===== config.mk =====
export PLATFORM = sky130hd
export DESIGN_NAME = k_way_merge_heap
export DESIGN_NICKNAME = d
export VERILOG_FILES = /design/src/design/kwm_pkg.sv /design/src/design/kwm_ram.sv /design/src/design/kwm_less.sv /design/src/design/k_way_merge_heap.sv
export SDC_FILE = /design/constraint.sdc
export NUM_CORES = 1
export LEC_CHECK = 0
export BUFFER_PORTS_ARGS = -buffer_cell sky130_fd_sc_hd__buf_4
export CAP_MARGIN = 0
export CORE_ASPECT_RATIO = 0.7
export CORE_MARGIN = 5
export CORE_UTILIZATION = 43
export CTS_CLUSTER_DIAMETER = 40
export CTS_CLUSTER_SIZE = 28
export DETAILED_ROUTE_END_ITERATION = 7
export SYNTH_ARGS = -nofsm -noshare
export SYNTH_HDL_FRONTEND = slang
export SYNTH_SLANG_ARGS = --single-unit

===== constraint.sdc =====
create_clock -name clk -period 7.45 [get_ports clk]
set_clock_uncertainty 0.2 [all_clocks]
set_input_delay 1.49 -clock clk [delete_from_list [all_inputs] [get_ports clk]]
set_output_delay 1.49 -clock clk [all_outputs]
set_load 0.01 [all_outputs]

===== src/design/kwm_pkg.sv =====
// kwm_pkg: shared types and constants of the k-way merge heap.
// Depends on nothing; kwm_less and k_way_merge_heap import it.
package kwm_pkg;

    // Source numbers are a fixed 4-bit field.
    localparam int SRC_W = 4;

    // Item operation codes.
    localparam logic OP_LOAD = 1'b0;
    localparam logic OP_POP  = 1'b1;

    // Heap controller states, one-hot.
    typedef enum logic [5:0] {
        S_IDLE = 6'b000001,
        S_UP_C = 6'b000010,
        S_LAST = 6'b000100,
        S_DN_R = 6'b001000,
        S_DN_C = 6'b010000,
        S_PUT  = 6'b100000
    } kwm_state_t;

endpackage


===== src/design/kwm_ram.sv =====
// kwm_ram: generic single-write, single-read synchronous RAM, registered read.
// Depends on nothing.
module kwm_ram #(
    parameter int WIDTH = 36,
    parameter int DEPTH = 16
) (
    input  logic                                   clk,
    input  logic                                   we,
    input  logic [((DEPTH > 1) ? $clog2(DEPTH) : 1)-1:0] waddr,
    input  logic [WIDTH-1:0]                       wdata,
    input  logic                                   re,
    input  logic [((DEPTH > 1) ? $clog2(DEPTH) : 1)-1:0] raddr,
    output logic [WIDTH-1:0]                       rdata
);

    logic [WIDTH-1:0] mem [DEPTH];

    always_ff @(posedge clk)
    begin
        if (we)
        begin
            mem[waddr] <= wdata;
        end
        if (re)
        begin
            rdata <= mem[raddr];
        end
    end

endmodule


===== src/design/kwm_less.sv =====
// kwm_less: heap ordering of two entries (signed key, then lower source first).
// Depends on kwm_pkg.
module kwm_less
    import kwm_pkg::*;
#(
    parameter int KEY_BITS = 32
) (
    input  logic signed [KEY_BITS-1:0] a_key,
    input  logic        [SRC_W-1:0]    a_src,
    input  logic signed [KEY_BITS-1:0] b_key,
    input  logic        [SRC_W-1:0]    b_src,
    output logic                       lt
);

    // Break key ties on source number.
    assign lt = (a_key < b_key) || ((a_key == b_key) && (a_src < b_src));

endmodule


===== src/design/k_way_merge_heap.sv =====
// k_way_merge_heap: top level of the k-way merge min-heap.
// Depends on kwm_pkg, kwm_ram and kwm_less.
//
// Merges up to MAX_SOURCES sorted streams. Issue an item with start while busy
// is low: op = load inserts a source's head key (key, source); op = pop removes
// the smallest entry and, with has_next, replaces it by key from the same
// source, else the last entry takes the root. Each item yields exactly one
// result, shown for a single cycle with done high; the receiver cannot stall,
// so capture it then. top_source names the source whose next key the following
// pop needs; error flags a pop on an empty heap or a load into a full heap.
// Entries live in one RAM with a registered read; the root is also
// held in registers so a pop finds the minimum without a read. A pop sifts
// down through S_DN_R and S_DN_C for each heap level, after S_LAST fetches the
// last entry when there is no next key; a load climbs through S_UP_C. Both end
// in S_PUT. The slowest item is a pop without a next key, set by the
// read-compare loop of the sift-down. Errors and pops that empty the heap
// finish without leaving S_IDLE.
module k_way_merge_heap
    import kwm_pkg::*;
#(
    parameter int MAX_SOURCES = 16,
    parameter int KEY_BITS    = 32
) (
    input  logic                       clk,
    input  logic                       rst_n,
    input  logic                       start,
    output logic                       busy,
    input  logic                       op,
    input  logic signed [KEY_BITS-1:0] key,
    input  logic        [SRC_W-1:0]    source,
    input  logic                       has_next,
    output logic                       done,
    output logic signed [KEY_BITS-1:0] popped_key,
    output logic                       popped_valid,
    output logic        [SRC_W-1:0]    popped_source,
    output logic        [SRC_W-1:0]    top_source,
    output logic                       heap_empty,
    output logic                       error
);

    localparam int IDX_W = (MAX_SOURCES > 1) ? $clog2(MAX_SOURCES) : 1;
    localparam int CNT_W = $clog2(MAX_SOURCES + 1);
    localparam int EXT_W = IDX_W + 2;
    localparam int ENT_W = KEY_BITS + SRC_W;

    // Controller state.
    kwm_state_t state_reg, state_next;
    logic [CNT_W-1:0]           count_reg, count_next;
    logic [IDX_W-1:0]           hole_reg, hole_next;
    logic signed [KEY_BITS-1:0] cur_key_reg, cur_key_next;
    logic [SRC_W-1:0]           cur_src_reg, cur_src_next;
    logic [ENT_W-1:0]           lft_reg, lft_next;
    logic                       has_right_reg, has_right_next;
    logic signed [KEY_BITS-1:0] root_key_reg, root_key_next;
    logic [SRC_W-1:0]           root_src_reg, root_src_next;

    // Result registers.
    logic                       done_reg, done_next;
    logic signed [KEY_BITS-1:0] pkey_reg, pkey_next;
    logic                       pvalid_reg, pvalid_next;
    logic [SRC_W-1:0]           psrc_reg, psrc_next;
    logic [SRC_W-1:0]           top_reg, top_next;
    logic                       empty_reg, empty_next;
    logic                       err_reg, err_next;

    // RAM port.
    logic             ram_we, ram_re;
    logic [IDX_W-1:0] ram_waddr, ram_raddr;
    logic [ENT_W-1:0] ram_wdata, ram_rdata;

    kwm_ram #(
        .WIDTH (ENT_W),
        .DEPTH (MAX_SOURCES)
    ) u_ram (
        .clk   (clk),
        .we    (ram_we),
        .waddr (ram_waddr),
        .wdata (ram_wdata),
        .re    (ram_re),
        .raddr (ram_raddr),
        .rdata (ram_rdata)
    );

    // Split the stored entries.
    logic signed [KEY_BITS-1:0] rd_key, lft_key;
    logic [SRC_W-1:0]           rd_src, lft_src;

    assign rd_key  = ram_rdata[ENT_W-1:SRC_W];
    assign rd_src  = ram_rdata[SRC_W-1:0];
    assign lft_key = lft_reg[ENT_W-1:SRC_W];
    assign lft_src = lft_reg[SRC_W-1:0];

    // Comparators: all three sift-down orderings in parallel, plus sift-up.
    logic l_lt_cur, r_lt_l, r_lt_cur, cur_lt_rd;

    kwm_less #(.KEY_BITS(KEY_BITS)) u_less_lc (
        .a_key (lft_key), .a_src (lft_src),
        .b_key (cur_key_reg), .b_src (cur_src_reg),
        .lt    (l_lt_cur)
    );

    kwm_less #(.KEY_BITS(KEY_BITS)) u_less_rl (
        .a_key (rd_key), .a_src (rd_src),
        .b_key (lft_key), .b_src (lft_src),
        .lt    (r_lt_l)
    );

    kwm_less #(.KEY_BITS(KEY_BITS)) u_less_rc (
        .a_key (rd_key), .a_src (rd_src),
        .b_key (cur_key_reg), .b_src (cur_src_reg),
        .lt    (r_lt_cur)
    );

    kwm_less #(.KEY_BITS(KEY_BITS)) u_less_up (
        .a_key (cur_key_reg), .a_src (cur_src_reg),
        .b_key (rd_key), .b_src (rd_src),
        .lt    (cur_lt_rd)
    );

    // Index arithmetic around the hole.
    logic [EXT_W-1:0] cnt_ext, lidx, ridx, nl_idx;
    logic [IDX_W-1:0] parent_idx, cnt_parent, pick_idx;
    logic             pick_right, descend;

    assign cnt_ext    = EXT_W'(count_reg);
    assign lidx       = EXT_W'({hole_reg, 1'b1});
    assign ridx       = lidx + EXT_W'(1);
    assign parent_idx = IDX_W'((hole_reg - IDX_W'(1)) >> 1);
    assign cnt_parent = IDX_W'((count_reg[IDX_W-1:0] - IDX_W'(1)) >> 1);
    assign pick_right = has_right_reg && r_lt_l;
    assign pick_idx   = pick_right ? ridx[IDX_W-1:0] : lidx[IDX_W-1:0];
    assign descend    = pick_right ? r_lt_cur : l_lt_cur;
    assign nl_idx     = EXT_W'({pick_idx, 1'b1});

    assign busy = (state_reg != S_IDLE);

    always_comb
    begin
        state_next     = state_reg;
        count_next     = count_reg;
        hole_next      = hole_reg;
        cur_key_next   = cur_key_reg;
        cur_src_next   = cur_src_reg;
        lft_next       = lft_reg;
        has_right_next = has_right_reg;
        done_next      = 1'b0;
        pkey_next      = pkey_reg;
        pvalid_next    = pvalid_reg;
        psrc_next      = psrc_reg;
        top_next       = top_reg;
        empty_next     = empty_reg;
        err_next       = err_reg;
        ram_we         = 1'b0;
        ram_waddr      = hole_reg;
        ram_wdata      = {cur_key_reg, cur_src_reg};
        ram_re         = 1'b0;
        ram_raddr      = hole_reg;

        case (state_reg)
            S_IDLE:
            begin
                if (start)
                begin
                    pkey_next   = '0;
                    pvalid_next = 1'b0;
                    psrc_next   = '0;
                    err_next    = 1'b0;
                    if (op == OP_LOAD)
                    begin
                        if (count_reg == CNT_W'(MAX_SOURCES))
                        begin
                            // Full: report and drop the item.
                            err_next   = 1'b1;
                            done_next  = 1'b1;
                            top_next   = root_src_reg;
                            empty_next = 1'b0;
                        end
                        else
                        begin
                            cur_key_next = key;
                            cur_src_next = source;
                            hole_next    = count_reg[IDX_W-1:0];
                            count_next   = count_reg + CNT_W'(1);
                            if (count_reg == '0)
                            begin
                                state_next = S_PUT;
                            end
                            else
                            begin
                                ram_re     = 1'b1;
                                ram_raddr  = cnt_parent;
                                state_next = S_UP_C;
                            end
                        end
                    end
                    else if (count_reg == '0)
                    begin
                        // Pop on empty heap.
                        err_next   = 1'b1;
                        done_next  = 1'b1;
                        top_next   = '0;
                        empty_next = 1'b1;
                    end
                    else
                    begin
                        pkey_next   = root_key_reg;
                        psrc_next   = root_src_reg;
                        pvalid_next = 1'b1;
                        hole_next   = '0;
                        if (has_next)
                        begin
                            cur_key_next = key;
                            cur_src_next = root_src_reg;
                            if (count_reg > CNT_W'(1))
                            begin
                                ram_re     = 1'b1;
                                ram_raddr  = IDX_W'(1);
                                state_next = S_DN_R;
                            end
                            else
                            begin
                                state_next = S_PUT;
                            end
                        end
                        else
                        begin
                            count_next = count_reg - CNT_W'(1);
                            if (count_reg == CNT_W'(1))
                            begin
                                // Last entry gone: report an empty heap.
                                done_next  = 1'b1;
                                top_next   = '0;
                                empty_next = 1'b1;
                            end
                            else
                            begin
                                // Fetch the last entry to refill the root.
                                ram_re     = 1'b1;
                                ram_raddr  = IDX_W'(count_reg - CNT_W'(1));
                                state_next = S_LAST;
                            end
                        end
                    end
                end
            end

            S_UP_C:
            begin
                // Parent data is on the read port.
                if (cur_lt_rd)
                begin
                    ram_we    = 1'b1;
                    ram_waddr = hole_reg;
                    ram_wdata = ram_rdata;
                    hole_next = parent_idx;
                    if (parent_idx == '0)
                    begin
                        state_next = S_PUT;
                    end
                    else
                    begin
                        ram_re    = 1'b1;
                        ram_raddr = IDX_W'((parent_idx - IDX_W'(1)) >> 1);
                    end
                end
                else
                begin
                    state_next = S_PUT;
                end
            end

            S_LAST:
            begin
                cur_key_next = rd_key;
                cur_src_next = rd_src;
                if (count_reg > CNT_W'(1))
                begin
                    ram_re     = 1'b1;
                    ram_raddr  = IDX_W'(1);
                    state_next = S_DN_R;
                end
                else
                begin
                    state_next = S_PUT;
                end
            end

            S_DN_R:
            begin
                // Hold the left child, fetch the right one if present.
                lft_next       = ram_rdata;
                has_right_next = (ridx < cnt_ext);
                if (ridx < cnt_ext)
                begin
                    ram_re    = 1'b1;
                    ram_raddr = ridx[IDX_W-1:0];
                end
                state_next = S_DN_C;
            end

            S_DN_C:
            begin
                if (descend)
                begin
                    ram_we    = 1'b1;
                    ram_waddr = hole_reg;
                    ram_wdata = pick_right ? ram_rdata : lft_reg;
                    hole_next = pick_idx;
                    if (nl_idx < cnt_ext)
                    begin
                        ram_re     = 1'b1;
                        ram_raddr  = nl_idx[IDX_W-1:0];
                        state_next = S_DN_R;
                    end
                    else
                    begin
                        state_next = S_PUT;
                    end
                end
                else
                begin
                    state_next = S_PUT;
                end
            end

            S_PUT:
            begin
                // Drop the carried entry into the hole and report.
                ram_we     = 1'b1;
                ram_waddr  = hole_reg;
                ram_wdata  = {cur_key_reg, cur_src_reg};
                done_next  = 1'b1;
                top_next   = (hole_reg == '0) ? cur_src_reg : root_src_reg;
                empty_next = 1'b0;
                state_next = S_IDLE;
            end

            default:
            begin
                state_next = S_IDLE;
            end
        endcase
    end

    // Mirror every write to the root in registers.
    always_comb
    begin
        root_key_next = root_key_reg;
        root_src_next = root_src_reg;
        if (ram_we && (ram_waddr == '0))
        begin
            root_key_next = ram_wdata[ENT_W-1:SRC_W];
            root_src_next = ram_wdata[SRC_W-1:0];
        end
    end

    always_ff @(posedge clk or negedge rst_n)
    begin
        if (!rst_n)
        begin
            state_reg <= S_IDLE;
            count_reg <= '0;
            done_reg  <= 1'b0;
        end
        else
        begin
            state_reg <= state_next;
            count_reg <= count_next;
            done_reg  <= done_next;
        end
    end

    always_ff @(posedge clk)
    begin
        hole_reg      <= hole_next;
        cur_key_reg   <= cur_key_next;
        cur_src_reg   <= cur_src_next;
        lft_reg       <= lft_next;
        has_right_reg <= has_right_next;
        root_key_reg  <= root_key_next;
        root_src_reg  <= root_src_next;
        pkey_reg      <= pkey_next;
        pvalid_reg    <= pvalid_next;
        psrc_reg      <= psrc_next;
        top_reg       <= top_next;
        empty_reg     <= empty_next;
        err_reg       <= err_next;
    end

    assign done          = done_reg;
    assign popped_key    = pkey_reg;
    assign popped_valid  = pvalid_reg;
    assign popped_source = psrc_reg;
    assign top_source    = top_reg;
    assign heap_empty    = empty_reg;
    assign error         = err_reg;

endmodule

# Word-level counts from Yosys, hierarchy flattened
# Memories as Yosys holds them, arrays and structs flattened. A register that Yosys moved wholly into a read port is not among the register bits.
# Index checks and enable logic that the tools add are counted.
# word_totals
register_bits	168
in_bits	41
ram_bits	576
elab_cells	184
output_inout_bits	45
memories	1
# classes
muxes	99
addsub	6
reduce_logical	23
n_bitwise	1
order_cmp	11
n_eq_ne	27
# mem_list
memory	words	width	rd	rd_ports_with_merged_regs	write_ports	line	rtl
u_ram.mem	16	36	1	1	1	kwm_ram.sv:16	logic [WIDTH-1:0] mem [DEPTH];
# op_table
cell	count
32-bit two-way mux	5
32-bit == test	4
32-bit < comparator	4
4-bit two-way mux	32
36-bit two-way mux	3
6-bit two-way mux	12
36-bit case mux with 2 select lines	1
32-bit case mux with 2 select lines	1
1-bit two-way mux	32
6-bit case mux with 5 select lines	1
5-bit two-way mux	4
4-bit case mux with 5 select lines	1
5-bit AND reduction	4
4-bit < comparator	4
4-bit case mux with 2 select lines	2
3-bit inequality test (second input constant)	5
2-bit inequality test (second input constant)	6
4-bit inequality test (second input constant)	3
4-bit case mux with 3 select lines	1
4-bit logical NOT	2
4-bit by 1-bit subtractor with 4-bit output (second input constant)	2
5-bit by 1-bit adder with 6-bit output (second input constant)	1
6-bit by 1-bit == test with 1-bit output (second input constant)	1
6-bit by 2-bit == test with 1-bit output (second input constant)	1
25 further kinds	35

# Logic depth before layout (Yosys ltp)
# Gate-level depths: netlist (run 1).
# depth
depth_word	9
mapped_depth	26
mapped_depth_nobuf	22

# Cells and area by module
# Synthesis (run 1) repeated with hierarchy kept, for this count alone.
# unflattened
hier_cells	2031
hier_area_um2	34015.1
# by_module_without_submodules
module	cells_per_inst	seq_area_each_um2	n_inst	area_each_um2
kwm_ram	938	18377.6	1	22679.3
k_way_merge_heap	597	4986.0	1	7802.5
kwm_less	124	0.0	4	883.3

# Worst setup path after synthesis (run 1)
# No wires, ideal clock.
# synth_timing
path_kind	in2reg
startpoint	in start
endpoint	reg cur_key_reg[0] (enable)
required_ns	6.770
stages	4
t_arrival_ns	5.603
setup_time_ns	0.480
n_path_buf	0
setup_slack_ns	1.167
cell_sequence	inv_1 nor2_2 nand2b_1 o21ai_0
# synth_between
elab_chain_cells	2
# synth_rtl
element	line	rtl
start: declaration	k_way_merge_heap.sv:26	input logic start,
2-bit inequality test (no line)	-	
5-bit AND reduction (no line)	-	
end signal: assignment	k_way_merge_heap.sv:376	cur_key_reg <= cur_key_next;
end: declaration	k_way_merge_heap.sv:50	logic signed [KEY_BITS-1:0] cur_key_reg, cur_key_next;
# No other way between the ends.
# A chain may end at the register's enable or synchronous reset.

# Worst setup path after layout (run 1)
# layout_timing
startpoint	reg u_ram.rdata[9] (read register of u_ram.mem)
endpoint	reg u_ram.rdata[14] (read register of u_ram.mem) (data pin)
# layout_between
elab_chain_cells	9
word_cells_on_any_way	24
classes_between	order compare (4); eq/ne (3); mux (10); reduce/logical (7)
# layout_rtl
element	line	rtl
start: declaration	kwm_ram.sv:13	output logic [WIDTH-1:0] rdata
parallel branches: the longest is 9 deep, another holds 32-bit < comparator	-	
# Several ways; the timed one is not identified.

==> qor.csv, run 1 <==
metric;value;unit
clock.fmax;0.146;GHz
clkTransAtPathRegs;70;ps
cp_max_fo;18;
largest_register_ffs;566;
rsz0062_at_grt;false;
area_delta_synth_final;15.0;%
cpLargestDelayFamily;simple AND/OR/NAND/NOR gates;
pre_cts_slack;709;ps
fin_crit;6840;ps
io_buffers;85;
async_reset_ff_share;1.61;%
critPathKind;register to register;
vias_per_cell;5.73;
die_x;344;um
fillCellCount;6467;
multi_input_area;10200;um2
cts.sinks;744;
crit_slowest_cell;nor4b_1;
clk_latency;650;ps
yosysSeqAreaShare;66.5;%
synth_edf_count;732;
cts-htree-levels;3;
cts_resized;0;
drtIter0Drc;2075;
slowest_delay;670;ps
io_pins;86;
crit_required;7560;ps
setup-tns-final;0;ps
grt_max_degree;79;
crit_buf_inv;1;
overflow;0;
postRouteAntennaNets;0;
layout-drive-gt1-share;16.5;%
initial_core_util;43.5;%
final_nets;2601;
fp.dieH;244;um
drc;0;
ys_ff_latch;744;
track_usage;21.3;%
synth_fp_nets;2488;
netlist_instances;2325;
wire_per_inst;25.5;um
seq_area;22300;um2
layout_setup_ws;613;ps
post_cts_buffers;0;
grt_pass1_vias;19814;
outcome;complete, no violations;
place.gp.congestion;0.887;
coreArea;77100;um2
slew_viol_final;0;
avgSynthCellArea;14.4;um2
rows;85;
first_pass_iters;6;
grt_antenna_before_repair;4;
arrival;6950;ps
cts_buffers;82;
setup_viol;0;
finalHoldViolCount;0;
holdCritPathClass;register to register;
relSlewSlack;21.2;%
final_common_cell;edfxtp_1;
synth_area_leaders;edfxtp_1, mux2i_1, ha_1;
clockBufferDepth;3;
yosys_warnings;0;
cts-root-buf;clkbuf_16;
whs;315;ps
synth_top_area_share;65.6;%
place_hpwl;55600;um
drv_cap;0;
synth_cell_types;86;
worstPathCellList;ha_1 > nand4_1 > nor4b_1 > o2111ai_1 > and3_1 > nor2_1 > nand2_1 > xnor2_1 > ha_1 > a21oi_1 > o21ai_0 > o32a_1 > o311a_1 > o32ai_2 > nor3_1 > nor2_4 > buf_4 > nand2_1 > a32oi_1 > o221ai_1;
netlist_area;33500;um2
cts.hold.buffers_added;0;
drt-total-wl;90600;um
cts_tree;yes;
worstSetupStartpointType;register;
worstMarginPinSlew;1180;ps
ys.flop_type;edfxtp_1;
layout_common_cells;edfxtp_1, mux2i_1, inv_1, nand2_1;
vias;20355;
antennaDiodeCount;0;
min_period_over_period;91.8;%
grt_pass1_wl;133000;um
finish.utilization;50.0;%
die_area;83800;um2
yosysTopAreaCell;edfxtp_1;
end_kind;register;
metrics by stage:
step / area, um2 / std cells
finish: 38600 / 3550
global placement: 35600 / 3398
floorplan: 33500 / 2325
detailed placement: 35600 / 3398
CTS: 38600 / 3550
global route: 38600 / 3550
metal layers:
layer  vias up  GRT usage [%]  part of all wire [%]  wire length (um)
met5         -              0                     0                 0
met4         0           4.75                   2.0              1840
met3       111           4.22                   7.5              6790
met2       806           30.4                    42             38100
met1     10263           33.6                    48             43800
li1       9175              -                     -                 -
final timing paths:
check | from | end | slack, ps | cells past startpoint
setup / recovery | u_ram.rdata[9] | u_ram.rdata[14] | 610 | 20
hold / removal | u_ram.rdata[29] | lft_reg[29] | 320 | 0
setup reg to reg | u_ram.rdata[9] | u_ram.rdata[14] | 610 | 20
hold reg to reg | u_ram.rdata[29] | lft_reg[29] | 320 | 0
max in group asynchronous | rst_n | state_reg[0] | 6330 | 1
min in group asynchronous | rst_n | state_reg[4] | 490 | 1
worst register-to-register path: stages (launching register included):
cell and delay [ps]:
edfxtp_1 440, ha_1 350, nand4_1 230, nor4b_1 670, o2111ai_1 260, and3_1 270
nor2_1 420, nand2_1 130, xnor2_1 160, ha_1 350, a21oi_1 190, o21ai_0 150
o32a_1 320, o311a_1 160, o32ai_2 410, nor3_1 210, nor2_4 430, buf_4 500
nand2_1 120, a32oi_1 250, o221ai_1 290
synthesized netlist by cell type (17+ instances only):
cell and n:
a21oi_1 129, buf_4 17, nor2_1 122, o21ai_0 63, edfxtp_1 732, ha_1 122, nand2_1 156, mux2_2 72
nand4_1 23, inv_1 164, mux2i_1 259, buf_2 37, o221ai_1 41, and2_1 41, clkbuf_1 47, a222oi_1 36
a32oi_1 39
cell families after synthesis:
logic type / share of synthesized area, %
AND/OR/NAND/NOR: 6.09
multiplexers: 10.1
AO/OA/AOI/OAI: 8.66
buffers and inverters: 3.65
XOR/XNOR: 0.440
flip-flops: 66.5
adder cells (fa/ha/maj): 4.55
cell type report:
class | count | share of cell area [%]
Sequential cell | 744 | 57.8
Multi-Input combinational cell | 1302 | 26.5
Clock buffer | 85 | 5.41
Tap cell | 1044 | 3.39
Timing Repair Buffer | 141 | 3.13
Clock inverter | 67 | 2.18
Inverter | 167 | 1.63
Power of run 1 is left out: the tool's default activity adds up to more than one toggle a clock period on the data nets, which glitch-free logic cannot reach.
==> run 2, diff against run 1 <==
Clock period 7.45 ns to 6.8 ns, I/O delays scaled along.
==> run 2 against run 1 <==
Cell count is 1.4% higher. Global-route usage is 0.74 points higher. Die area stayed put. Non-clock buffer count is 43 higher. Highest routed layer unchanged. Core utilization is 0.91 points higher. Worst setup slack worse by 300 ps. First-iteration DRC count is 17% higher.
==> qor.csv, run 2 (same netlist as run 1, synthesis figures left out) <==
metric;value;unit
outcome;complete, no violations;
initial_core_util;43.5;%
area_delta_synth_final;17.1;%
layout-drive-gt1-share;18.0;%
relSlewSlack;26.5;%
cts_buffers;86;
arrival;6620;ps
holdCritPathClass;primary input to asynchronous set/reset pin;
cts-root-buf;clkbuf_16;
track_usage;22.1;%
dpl-instance-area;36300;um2
wire_per_inst;25.9;um
grt_pass1_vias;20394;
setup_viol;0;
first_pass_iters;8;
vias;20667;
cp_max_fo;48;
grt_pass1_wl;138000;um
dpl.cell_count;3441;
io_buffers;85;
coreArea;77100;um2
clkTransAtPathRegs;70;ps
overflow;0;
critPathKind;register to register;
startpoint;u_ram.rdata[35];
io_pins;86;
fp.dieH;244;um
drv_cap;0;
cts_tree;yes;
rows;85;
fin_crit;6490;ps
end_kind;register;
largest_register_ffs;566;
drt-total-wl;93200;um
cts-htree-levels;3;
slew_viol_final;0;
rsz0062_at_grt;false;
grt_max_degree;77;
final_area;39300;um2
cts.sinks;744;
finalHoldViolCount;0;
grt_antenna_before_repair;1;
postRouteAntennaNets;0;
crit_required;6930;ps
worstMarginPinSlew;1090;ps
layout_common_cells;edfxtp_1, mux2i_1, inv_1, nand2_1, buf_4;
setup-tns-final;0;ps
min_period_over_period;95.4;%
fin_cells;3599;
vias_per_cell;5.74;
final_nets;2648;
clockBufferDepth;3;
final_common_cell;edfxtp_1;
drc;0;
die_area;83800;um2
die_x;344;um
place_hpwl;57500;um
drtIter0Drc;2430;
antennaDiodeCount;0;
clk_latency;660;ps
clock.fmax;0.154;GHz
worstSetupStartpointType;register;
place.gp.congestion;0.863;
timing.rr.start;u_ram.rdata[35];
-- run 2: changes by cell type in the layout (fill, tap and decap cells not counted), moves of 2 or more --
| cell | previous run | this run |
|---|---|---|
| buf_12 | 12 | 37 |
| buf_4 | 129 | 147 |
| clkbuf_16 | 83 | 87 |
| clkinv_4 | 6 | 10 |
| clkinv_1 | 3 | 6 |
| clkinvlp_4 | 10 | 7 |
| bufinv_16 | 8 | 6 |
| clkbuf_1 | 2 | 0 |
| inv_12 | 2 | 0 |
| inv_16 | 0 | 2 |
-- run 2: layer usage --
| layer | track usage [%] | up-vias | wire (um) |
|---|---|---|---|
| met5 | 0 | - | 0 |
| met4 | 4.33 | 0 | 1460 |
| met3 | 4.31 | 107 | 7780 |
| met2 | 31.7 | 831 | 39300 |
| met1 | 34.9 | 10466 | 44700 |
| li1 | - | 9263 | - |
-- run 2: worst max-delay path, stage by stage (launching register included) --
cell and delay (ps):
edfxtp_1 490, ha_1 440, nand4_2 160, or4_1 570, o21ai_1 290, nand2_1 150
o31ai_4 300, or2_1 190, mux2i_1 240, inv_1 100, ha_1 330, nand2_1 70
o21ai_0 240, o32a_1 180, o311a_1 270, o32ai_2 160, nor3_1 420, or2_4 240
buf_12 180, buf_12 260, nand2_1 90, a32oi_1 270, o221ai_1 270
-- run 2: timing repair --
action	in CTS	in global routing
setup endpoints to repair	0	3
buffers inserted	0	0
hold buffers	0	0
resized for setup	0	1
-- run 2: final timing paths --
path                                    to  slack [ps]  cells past startpoint
setup / recovery           u_ram.rdata[21]         310                     22
hold / removal                count_reg[4]         340                      1
setup reg to reg           u_ram.rdata[21]         310                     22
hold reg to reg                 lft_reg[7]         340                      0
max in group asynchronous     state_reg[0]        5820                      1
min in group clk                lft_reg[7]         340                      0
-- run 2: per-stage QoR --
stage	util, %	worst slack (ps)	hold slack (ps)
after global placement	47.0	324	289
after global routing	50.9	46.8	340
after floorplan	-	647	277
after CTS	50.9	297	314
final	50.9	312	341
after detailed placement	47.0	302	323
-- run 2: layout make-up --
type                            instances  area, um2
Clock inverter                         71        808
Fill cell                            6414      37800
Tap cell                             1044       1310
Multi-Input combinational cell       1302      10200
Clock buffer                           87       2180
Sequential cell                       744      22300
Timing Repair Buffer                  184       1840
Inverter                              167        627
Power of run 2 is left out for the same reason.
